[src/rtl/kmc_pkg.sv]
`timescale 1ns / 1ps
// ----------------------------------------------------------------------------
// kmc_pkg
// Shared types, codes and defaults of the 2-D k-means clustering core.
// ----------------------------------------------------------------------------
package kmc_pkg;

  localparam int unsigned MaxPointsDef   = 1024;
  localparam int unsigned MaxClustersDef = 16;
  localparam int unsigned CoordW         = 32;
  localparam int unsigned CfgAddrW       = 4;

  localparam logic [1:0] OP_WRITE_POINT = 2'd0;
  localparam logic [1:0] OP_WRITE_CENT  = 2'd1;
  localparam logic [1:0] OP_RUN         = 2'd2;
  localparam logic [1:0] OP_READ_LABEL  = 2'd3;

  localparam logic [1:0] REG_POINT_COUNT   = 2'd0;
  localparam logic [1:0] REG_CLUSTER_COUNT = 2'd1;
  localparam logic [1:0] REG_MAX_ITER      = 2'd2;

  localparam logic [10:0] POINT_COUNT_RST   = 11'd1024;
  localparam logic [4:0]  CLUSTER_COUNT_RST = 5'd16;
  localparam logic [15:0] MAX_ITER_RST      = 16'd100;

  typedef struct packed {
    logic [1:0]         opcode;
    logic [9:0]         slot_index;
    logic signed [31:0] coord_x;
    logic signed [31:0] coord_y;
  } in_word_t;

  typedef struct packed {
    logic [3:0]         cluster_index;
    logic signed [31:0] centroid_x;
    logic signed [31:0] centroid_y;
    logic [15:0]        rounds_done;
    logic [3:0]         point_label;
    logic               last;
  } out_word_t;

  typedef struct packed {
    logic [10:0] point_count;
    logic [4:0]  cluster_count;
    logic [15:0] max_iterations;
  } cfg_t;

  typedef struct packed {
    logic wr_point;
    logic wr_cent;
    logic rd_label;
    logic run_init;
    logic round_init;
    logic pt_read;
    logic dist_diff;
    logic dist_mul;
    logic dist_cmp;
    logic pt_commit;
    logic c_clear;
    logic c_inc;
    logic div_start;
    logic upd_write;
    logic out_run;
    logic out_label;
  } cmd_t;

  typedef struct packed {
    logic n_zero;
    logic i_last;
    logic c_last;
    logic cnt_zero;
    logic div_done;
    logic moved;
    logic iter_zero;
    logic iter_hit;
    logic out_busy;
  } sts_t;

endpackage

[src/rtl/kmc_ctrl.sv]
`timescale 1ns / 1ps
// ----------------------------------------------------------------------------
// kmc_ctrl
// Sequencer for loads, label reads and the assign / update rounds of a run.
// ----------------------------------------------------------------------------
module kmc_ctrl import kmc_pkg::*; (
  input  logic       clk_i,
  input  logic       rst_ni,
  input  logic       in_valid_i,
  input  logic [1:0] opcode_i,
  output logic       in_stall_o,
  input  sts_t       sts_i,
  output cmd_t       cmd_o
);

  localparam logic [3:0] ST_IDLE   = 4'd0;
  localparam logic [3:0] ST_ROUND  = 4'd1;
  localparam logic [3:0] ST_PREAD  = 4'd2;
  localparam logic [3:0] ST_DIFF   = 4'd3;
  localparam logic [3:0] ST_MUL    = 4'd4;
  localparam logic [3:0] ST_CMP    = 4'd5;
  localparam logic [3:0] ST_COMMIT = 4'd6;
  localparam logic [3:0] ST_UINIT  = 4'd7;
  localparam logic [3:0] ST_UCHK   = 4'd8;
  localparam logic [3:0] ST_UDIV   = 4'd9;
  localparam logic [3:0] ST_UWR    = 4'd10;
  localparam logic [3:0] ST_REND   = 4'd11;
  localparam logic [3:0] ST_OINIT  = 4'd12;
  localparam logic [3:0] ST_OUT    = 4'd13;
  localparam logic [3:0] ST_LBL    = 4'd14;

  logic [3:0] state_q, state_d;
  logic       accept;

  assign in_stall_o = (state_q != ST_IDLE);
  assign accept     = in_valid_i && (state_q == ST_IDLE);

  always_comb begin
    state_d = state_q;
    cmd_o   = '0;
    unique case (state_q)
      ST_IDLE: begin
        if (accept) begin
          unique case (opcode_i)
            OP_WRITE_POINT: cmd_o.wr_point = 1'b1;
            OP_WRITE_CENT:  cmd_o.wr_cent  = 1'b1;
            OP_READ_LABEL: begin
              cmd_o.rd_label = 1'b1;
              state_d        = ST_LBL;
            end
            OP_RUN: begin
              cmd_o.run_init = 1'b1;
              state_d        = sts_i.iter_zero ? ST_OINIT : ST_ROUND;
            end
            default: state_d = ST_IDLE;
          endcase
        end
      end
      ST_ROUND: begin
        cmd_o.round_init = 1'b1;
        state_d          = sts_i.n_zero ? ST_UINIT : ST_PREAD;
      end
      ST_PREAD: begin
        cmd_o.pt_read = 1'b1;
        cmd_o.c_clear = 1'b1;
        state_d       = ST_DIFF;
      end
      ST_DIFF: begin
        cmd_o.dist_diff = 1'b1;
        state_d         = ST_MUL;
      end
      ST_MUL: begin
        cmd_o.dist_mul = 1'b1;
        state_d        = ST_CMP;
      end
      ST_CMP: begin
        cmd_o.dist_cmp = 1'b1;
        if (sts_i.c_last) begin
          state_d = ST_COMMIT;
        end else begin
          cmd_o.c_inc = 1'b1;
          state_d     = ST_DIFF;
        end
      end
      ST_COMMIT: begin
        cmd_o.pt_commit = 1'b1;
        state_d         = sts_i.i_last ? ST_UINIT : ST_PREAD;
      end
      ST_UINIT: begin
        cmd_o.c_clear = 1'b1;
        state_d       = ST_UCHK;
      end
      ST_UCHK: begin
        // empty cluster keeps its centroid
        if (sts_i.cnt_zero) begin
          if (sts_i.c_last) begin
            state_d = ST_REND;
          end else begin
            cmd_o.c_inc = 1'b1;
          end
        end else begin
          cmd_o.div_start = 1'b1;
          state_d         = ST_UDIV;
        end
      end
      ST_UDIV: begin
        if (sts_i.div_done) begin
          state_d = ST_UWR;
        end
      end
      ST_UWR: begin
        cmd_o.upd_write = 1'b1;
        if (sts_i.c_last) begin
          state_d = ST_REND;
        end else begin
          cmd_o.c_inc = 1'b1;
          state_d     = ST_UCHK;
        end
      end
      ST_REND: begin
        state_d = (!sts_i.moved || sts_i.iter_hit) ? ST_OINIT : ST_ROUND;
      end
      ST_OINIT: begin
        cmd_o.c_clear = 1'b1;
        state_d       = ST_OUT;
      end
      ST_OUT: begin
        if (!sts_i.out_busy) begin
          cmd_o.out_run = 1'b1;
          if (sts_i.c_last) begin
            state_d = ST_IDLE;
          end else begin
            cmd_o.c_inc = 1'b1;
          end
        end
      end
      ST_LBL: begin
        if (!sts_i.out_busy) begin
          cmd_o.out_label = 1'b1;
          state_d         = ST_IDLE;
        end
      end
      default: state_d = ST_IDLE;
    endcase
  end

  always_ff @(posedge clk_i or negedge rst_ni) begin
    if (!rst_ni) begin
      state_q <= ST_IDLE;
    end else begin
      state_q <= state_d;
    end
  end

endmodule

[config.mk]
export PLATFORM = sky130hd
export DESIGN_NAME = kmc_ctrl
export DESIGN_NICKNAME = d
export VERILOG_FILES = /design/src/rtl/kmc_pkg.sv /design/src/rtl/kmc_ctrl.sv
export SDC_FILE = /design/constraint.sdc
export NUM_CORES = 1
export LEC_CHECK = 0
export ABC_CLOCK_PERIOD_IN_PS = 3000
export BUFFER_PORTS_ARGS = -buffer_cell sky130_fd_sc_hd__buf_2
export CORE_MARGIN = 2
export CORE_UTILIZATION = 48
export CTS_CLUSTER_SIZE = 14
export DETAILED_ROUTE_END_ITERATION = 7
export GPL_ROUTABILITY_DRIVEN = 0
export GPL_TIMING_DRIVEN = 0
export PLACE_DENSITY = 0.91
export RECOVER_POWER = 50
export REMOVE_ABC_BUFFERS = 1
export SLEW_MARGIN = 20
export SYNTH_ARGS = -nofsm -noshare
export SYNTH_HDL_FRONTEND = slang
export SYNTH_SLANG_ARGS = --single-unit
[constraint.sdc]
create_clock -name clk_i -period 3 [get_ports clk_i]
set_input_delay 0.3 -clock clk_i [delete_from_list [all_inputs] [get_ports clk_i]]
set_output_delay 0.3 -clock clk_i [all_outputs]
set_load 0.02 [all_outputs]
==> metrics, run 1 <==
Main synth FF type=dfrtp_1; Die Y=40.8 um; DRC=0; final hold vios=0; drt wl/cell=12.9 um; TritonCTS buffer count=3; layout cells sized above 1=0.281; VDD IR-drop max=0.468 mV; skew final=0.000372 ns; Util after Layout=0.604; Std-Cell Rows=13; ys async rst share=1.00; Clock Latency Late Sink=0.24 ns; Pins Over Slew Limit=0; Final Non-Filler Cells=129; CP delay by family, top=simple AND/OR/NAND/NOR gates; cell with the most instances after synthesis=nand2_1; slowest cell delay on critical path=0.61 ns; htree depth=1; leakage=0.342 nW; clock sink count=4; chip width=40.8 um; synthesis-to-finish area growth=19.5%; setup TNS=0 ns; outcome=finished, final reports clean; Largest register FFs=4; cts repair resizes=0; Nets=130; initial antenna violation count=0; clk buf depth=2; post-layout minimum cycle time=2.26 ns; Slowest cell on crit path=nor4_1; mean post-synth cell area=7.38 um2; YS warnings=0; Area contributors post-synth=dfrtp_1, nor3_1, nand2_1; crit path DAT=1.96 ns; I/O Buffers=30; grt total ovfl=0; Largest regs=state_q (4); HP Class=input port to asynchronous set/reset pin; PwrDens=1020 nW/um2; Synth area leader=dfrtp_1; Avg Vias per Cell=6.05; routed wire length=1670 um; Largest Register=state_q; CTS tree=yes; Max-Cap Viols=0; drt first pass iters=4; cells after synthesis=88; max frequency=0.442 GHz; Vias=780; Worst Path Buf+Inv=2; # setup viols final=0; Placed Cells=125; kind of end point of the critical path=output pin; pin count of the biggest net entering global routing=22; HPWL after detailed placement=1220 um; Core ar.=1280 um2; Synth top cells by count=nand2_1, nor2_1, nor3_1, buf_2; crit path kind=flop to output pin; fin area=776 um2; peak fanout along the critical path=21; worst-margin pin slew=0.650 ns; ANT nets after route=0; Synth Register Bits=4; Yosys cell types=42; Fillers=127; first-pass GRT wire length=2500 um; number of flops mapped to enable cells by yosys=0; Root Buffer=clkbuf_4; Synth top area share=0.154; area post-placement=773 um2; postcts setup bufs=0; vias in the first global route=582; power consumption=0.791 mW; RSZ-0062 raised after global routing=false; clock transition at the registers of the reported paths=0.04 ns; Total Routing Usage GR=0.227; CP Launch Type=flop; io pins=31; CP required=2.70 ns; CP cell instances=nor4_1, inv_2, nor2_1, and2_1, buf_2; Seq/Total Area, Yosys=0.154; Slew headroom=0.567; initial core utilization=0.505; Final period util=0.755; ant diodes=0; synthesized cell area=649 um2; die area=1660 um2; DRT iter0 DRCs=25
[cells by family (layout without fill, tap and decap cells)]
family,count (synthesis),in the layout,share of synthesized area
xor gates and xnor gates,1,1,0.0135
AOI/OAI and AO/OA,22,22,0.283
DFF,4,4,0.154
buffers and inverters,12,38,0.0925
and+or+nand+nor,47,47,0.418
muxes,2,2,0.0385
[repair_timing]
action,CTS,global route
hold buffers,1,0
setup endpoints to repair,0,0
endpoints found under the hold margin,4,0
[cell usage in the layout (no fill, tap or decap), drive strengths merged, types with 3 or more instances in the layout]
master and instances:
a211oi 3, buf 24, nor2 9, nand2 10, nor3b 3, nor3 9, dfrtp 4, nand2b 3
a21oi 4, inv 4, clkbuf 9
[through the flow]
| step | hold slack, ns | setup slack [ns] |
|---|---|---|
| 6_report | 0.419 | 0.736 |
| 5_1_grt | 0.443 | 0.544 |
| 4_1_cts | 0.390 | 0.836 |
| 3_5_place_dp | 0.107 | 0.987 |
| 3_3_place_gp | 0.105 | 1.00 |
| 2_1_floorplan | 0.00441 | 1.05 |
[worst paths after layout]
| path | from | endpoint | slack (ns) | cells past startpoint |
|---|---|---|---|---|
| worst max register to register | state_q[1]$_DFFE_PN0P_ | state_q[0]$_DFFE_PN0P_ | 0.81 | 4 |
| worst min register to register | state_q[2]$_DFFE_PN0P_ | state_q[2]$_DFFE_PN0P_ | 0.90 | 2 |
| min in group clk_i | sts_i[2] | state_q[3]$_DFFE_PN0P_ | 0.49 | 5 |
| max in group asynchronous | rst_ni | state_q[1]$_DFFE_PN0P_ | 2.41 | 2 |
| worst min-delay path | rst_ni | state_q[3]$_DFFE_PN0P_ | 0.42 | 2 |
| worst max-delay path | state_q[3]$_DFFE_PN0P_ | cmd_o[13] | 0.74 | 5 |
[per-layer routing]
metal / global-route usage / vias up / wire length, um
met5: 0 / - / 0
met4: 0.0500 / 0 / 0
met3: 0.0815 / 0 / 127
met2: 0.379 / 37 / 802
met1: 0.274 / 364 / 739
li1: - / 379 / -
[cell type report]
class / instances / area, um2 / area share
multi-input cells: 72 / 467 / 0.602
repair buffers: 31 / 153 / 0.197
flip-flops and latches: 4 / 100 / 0.129
inverters: 4 / 15.0 / 0.0194
clock buffers: 3 / 22.5 / 0.0290
well taps: 15 / 18.8 / 0.0242
[power by group]
part	total (mW)	switching, mW	internal [mW]
combinational	0.503	0.274	0.229
clock	0.0678	0.0230	0.0448
sequential	0.220	0.138	0.0814
Note: power is estimated with default switching activity, not from simulation.
==> run 2: changes to the inputs <==
ABC_CLOCK_PERIOD_IN_PS = 2000   (was 3000)
CORE_UTILIZATION = 40   (was 48)
PLACE_DENSITY = 0.82   (was 0.91)
clock period = 2 ns   (was 3 ns; I/O delays follow)
==> run 2 against run 1 <==
Global-route usage shrank 3.5 points. Via count shrank 1.4%. Register-to-register slack lost 0.71 ns. Final area grew 3.9%. Clock power grew 52%. Setup slack lost 0.63 ns. Combinational power grew 55%. Critical path type is now flop to flop. Critical endpoint is now state_q[0]$_DFFE_PN0P_.
==> metrics, run 2 (synthesis results as in run 1) <==
drt wl/cell=13.1 um (+0.90%); Worst Path Buf+Inv=0 (-2); hold slack=0.323 ns (-0.0958 ns); fin area=806 um2 (+3.9%); Util after Layout=0.535 (-0.0688); max frequency=0.527 GHz; Worst Setup Slack, final=0.104 ns (-0.632 ns); PwrDens=1540 nW/um2 (+51%); initial antenna violation count=0 (unchanged); synthesis-to-finish area growth=24.1%; CP cell instances=or3b_4, a2111oi_4, a211oi_2, mux2_4; reg2reg setup slack=0.10 ns (-0.71 ns); clock transition at the registers of the reported paths=0.04 ns (about the same); TritonCTS buffer count=3 (unchanged); CTS tree=yes; worst-margin pin slew=0.360 ns (-0.289 ns); I/O Buffers=30 (unchanged); most frequent cells in the layout=buf_2, nand2_1, nor2_1, nor3_1, clkbuf_1; Slowest cell on crit path=dfrtp_2; Largest regs=state_q (4); layout cells sized above 1=0.351 (+0.0702); peak fanout along the critical path=18 (-14%); Pins Over Slew Limit=0 (unchanged); area post-placement=774 um2 (+0.16%); Crit. Startpoint=state_q[2]$_DFFE_PN0P_; leakage=0.346 nW (+0.99%); Reg2Reg Launch Point=state_q[2]$_DFFE_PN0P_; crit path DAT=2.01 ns (+0.05 ns); Core ar.=1510 um2 (+17%); Final Non-Filler Cells=130 (+0.78%); clk buf depth=2 (unchanged); CP required=2.12 ns (-0.58 ns); Max-Cap Viols=0 (unchanged); clock sink count=4 (unchanged); die area=1960 um2 (+18%); Nets=130 (unchanged); DRC=0 (unchanged); chip width=44.3 um (+8.6%); ant diodes=0 (unchanged); HPWL after detailed placement=1250 um (+2.2%); crit path kind=flop to flop; pin count of the biggest net entering global routing=22 (unchanged); grt total ovfl=0 (unchanged); skew final=0.00515 ns (+0.00478 ns); Total Routing Usage GR=0.191 (-0.0353); Slew headroom=0.754 (+0.187); Largest register FFs=4 (unchanged); commonest non-fill, non-tap cell in the layout=buf_2; Largest Register=state_q; Avg Vias per Cell=5.92 (-2.2%); # setup viols final=0 (unchanged); CP delay by family, top=flip-flops; io pins=31 (unchanged); Std-Cell Rows=14 (+1); initial core utilization=0.431 (-0.0743); Fillers=150 (+18%); first-pass GRT wire length=2840 um (+13%); outcome=finished, final reports clean; drt first pass iters=4 (unchanged); DRT iter0 DRCs=23 (-8.0%); post-layout minimum cycle time=1.90 ns; VDD IR-drop max=0.916 mV (+96%); Die Y=44.3 um (+8.6%); HP Class=input port to asynchronous set/reset pin; Root Buffer=clkbuf_4; htree depth=1 (unchanged); Placed Cells=126 (+0.80%); ANT nets after route=0 (unchanged); kind of end point of the critical path=flop; RSZ-0062 raised after global routing=false; Clock Latency Late Sink=0.24 ns (about the same); routed wire length=1700 um (+1.7%); final hold vios=0 (unchanged); Vias=769 (-1.4%); Final period util=0.948; pre-CTS setup slack=-0.0417 ns (-1.03 ns); slowest cell delay on critical path=0.52 ns (-0.09 ns); CP Launch Type=flop; vias in the first global route=643 (+10%)
-- run 2: changes by cell type in the layout (fill, tap and decap cells not counted), sizes merged --
cell	delta
buf	+1
clkbuf	-1
-- run 2: layout make-up --
class                      count  area [um2]  area share
multi-input combinational     72         489       0.607
timing repair buffer          31         154       0.191
sequential                     4         105       0.130
clock buffer                   3        22.5      0.0280
tap                           16        20.0      0.0248
inverter                       4        15.0      0.0186
-- run 2: worst reg2reg max path: cells and delay by family (launching register included) --
family	cells	cell delay, ns
multiplexers	1	0.32
AND/OR/NAND/NOR	1	0.45
flip-flops	1	0.52
AO/OA/AOI/OAI	2	0.47
-- run 2: timing repair --
action	4_1_cts	5_1_grt
resized for setup	2	2
hold endpoints to repair	4	0
setup endpoints to repair	2	7
hold buffers	1	0
setup buffers	0	0
-- run 2: path summary, 6_finish.rpt --
check	to	cells after the start
max	state_q[0]$_DFFE_PN0P_	4
max reg2reg	state_q[0]$_DFFE_PN0P_	4
min in group clk_i	state_q[3]$_DFFE_PN0P_	5
min reg2reg	state_q[0]$_DFFE_PN0P_	1
min	state_q[2]$_DFFE_PN0P_	2
max in group asynchronous	state_q[1]$_DFFE_PN0P_	2
-- run 2: report_power, final --
| group | internal (mW) | total, mW | leakage [nW] | switching [mW] |
|---|---|---|---|---|
| logic | 0.364 | 0.779 | 0.288 | 0.415 |
| registers | 0.131 | 0.357 | 0.0444 | 0.227 |
| clock network | 0.0673 | 0.103 | 0.0138 | 0.0358 |
| total | 0.562 | 1.24 | 0.346 | 0.677 |
-- run 2: metal layers --
layer | track usage | vias to the layer above | routed length, um
met5 | 0 | - | 0
met4 | 0.0424 | 0 | 0
met3 | 0.0612 | 0 | 144
met2 | 0.306 | 34 | 825
met1 | 0.252 | 353 | 727
li1 | - | 382 | -
-- run 2: metrics by stage --
stage / TNS (ns) / power, mW
after floorplan: 0 / 0.908
after global placement: 0 / 1.10
after detailed placement: -0.0417 / 1.13
after CTS: 0 / 1.24
after global routing: 0 / 1.36
final: 0 / 1.24
==> run 3: changes to the inputs <==
RECOVER_POWER = 100   (was 50)
==> run 3 against run 2 <==
Sequential power about the same. Setup slack got worse by 0.0088 ns. Combinational power decreased by 4.5%. Clock power about the same.
==> metrics, run 3 (synthesis results as in run 1) <==
PwrDens=1510 nW/um2 (-1.5%); Vias=764 (-0.65%); CP Launch Type=flop; commonest non-fill, non-tap cell in the layout=buf_2; slowest cell delay on critical path=0.52 ns (about the same); TritonCTS buffer count=3 (unchanged); post-layout minimum cycle time=1.90 ns (+0.00877 ns); Fillers=157 (+4.7%); CP required=2.11 ns (about the same); r2r worst-path depth=4 (unchanged); Worst Path Buf+Inv=0 (unchanged); Slew headroom=0.754 (+0.000769); Largest Register=state_q; I/O Buffers=30 (unchanged); Clk pwr share=0.086 (+0.003); Pins Over Slew Limit=0 (unchanged); drt first pass iters=4 (unchanged); leakage=0.313 nW (-9.5%); vias in the first global route=643 (unchanged); CP delay by family, top=flip-flops; clock sink count=4 (unchanged); htree depth=1 (unchanged); max frequency=0.525 GHz (-0.46%); CP cell instances=or3b_4, a2111oi_4, a211oi_2, mux2_1; Final period util=0.952 (+0.00438); initial antenna violation count=0 (unchanged); worst-margin pin slew=0.359 ns (-0.00112 ns); Util after Layout=0.527 (-0.00748); CP Depth=4 (unchanged); clk buf depth=2 (unchanged); most frequent cells in the layout=buf_2, clkbuf_1, nand2_1; Int Pwr=0.531 mW (-5.6%); area post-placement=774 um2 (unchanged); Largest register FFs=4 (unchanged); io pins=31 (unchanged); final hold vios=0 (unchanged); # setup viols final=0 (unchanged); Nets=130 (unchanged); Max-Cap Viols=0 (unchanged); outcome=finished, final reports clean; die area=1960 um2 (unchanged); RSZ-0062 raised after global routing=false; Slowest cell on crit path=dfrtp_2; crit path DAT=2.02 ns (about the same); combinational group share of total power=0.618 (-0.010); Root Buffer=clkbuf_4; P_sw=0.673 mW (-0.59%); reg2reg setup slack=0.1 ns (about the same); HPWL after detailed placement=1250 um (unchanged); Core ar.=1510 um2 (unchanged); switching share of total power=0.559 (+0.0129); routed wire length=1670 um (-1.9%); crit path kind=flop to flop; Clock Latency Late Sink=0.24 ns (about the same); ANT nets after route=0 (unchanged); Reg2Reg Launch Point=state_q[2]$_DFFE_PN0P_; VDD IR-drop max=0.863 mV (-5.8%); chip width=44.3 um (unchanged); layout cells sized above 1=0.289 (-0.0614); DRT iter0 DRCs=23 (unchanged); setup TNS=0 ns (unchanged); initial core utilization=0.431 (unchanged); pin count of the biggest net entering global routing=22 (unchanged); DRC=0 (unchanged); drt wl/cell=12.8 um (-1.9%); peak fanout along the critical path=18 (unchanged); CTS tree=yes; Total Routing Usage GR=0.191 (unchanged); power consumption=1.20 mW (-2.9%); worst reg2reg endpoint=state_q[0]$_DFFE_PN0P_; Die Y=44.3 um (unchanged); fin area=795 um2 (-1.4%); Reg area=105 um2 (unchanged); HP Class=input port to asynchronous set/reset pin; Largest regs=state_q (4); Seq pwr share=0.297 (+0.009); ant diodes=0 (unchanged); skew final=0.00508 ns (-0.0000695 ns); grt total ovfl=0 (unchanged); first-pass GRT wire length=2840 um (unchanged); synthesis-to-finish area growth=22.4%; Std-Cell Rows=14 (unchanged); clock transition at the registers of the reported paths=0.04 ns (about the same); postcts setup bufs=0 (unchanged); Avg Vias per Cell=5.88 (-0.65%); Multi-input gate area=485 um2 (-0.77%); kind of end point of the critical path=flop
run 3: changes by cell type in the layout (fill, tap and decap cells not counted), sizes merged:
| cell | previous run | this run |
|---|---|---|
| buf | 25 | 15 |
| clkbuf | 8 | 18 |
run 3: how the worst max path moves through the flow:
stage                                   to                   start  slack, ns
floorplan                         cmd_o[5]  state_q[1]$_DFFE_PN0P_       0.15
global placement    state_q[0]$_DFFE_PN0P_  state_q[1]$_DFFE_PN0P_      0.008
detailed placement  state_q[0]$_DFFE_PN0P_  state_q[1]$_DFFE_PN0P_      -0.04
CTS                 state_q[0]$_DFFE_PN0P_  state_q[2]$_DFFE_PN0P_      0.008
global route                     cmd_o[13]  state_q[3]$_DFFE_PN0P_       0.03
finish              state_q[0]$_DFFE_PN0P_  state_q[2]$_DFFE_PN0P_        0.1
run 3: timing repair:
item,in CTS,in global routing
setup endpoints to repair,2,7
gates resized for setup,2,2
hold endpoints to repair,4,0
hold buffers,1,0
run 3: power groups by stage:
stage	combinational, mW	clock, mW	sequential (mW)
floorplan	0.615	0	0.294
global placement	0.762	0	0.340
detailed placement	0.783	0	0.346
CTS	0.788	0.109	0.348
global route	0.825	0.118	0.383
finish	0.744	0.103	0.357
run 3: per-stage QoR:
step	cells	hold WS (ns)	setup WS [ns]
floorplan	80	-0.0956	0.150
finish	130	0.323	0.0953
detailed placement	126	0.00811	-0.0417
global placement	126	0.00280	0.00761
global route	130	0.322	0.0285
CTS	130	0.284	0.00822
run 3: layout make-up:
type / instances / share of cell area
multi-input combinational: 72 / 0.611
timing repair buffer: 31 / 0.184
sequential: 4 / 0.132
clock buffer: 3 / 0.0283
tap: 16 / 0.0252
inverter: 4 / 0.0189
run 3: layer usage:
metal  share of wire  up-vias  GRT usage
met3           0.074        0     0.0612
met1            0.43      349      0.252
met4               0        0     0.0424
li1                -      381          -
met2            0.49       34      0.306
met5               0        -          0
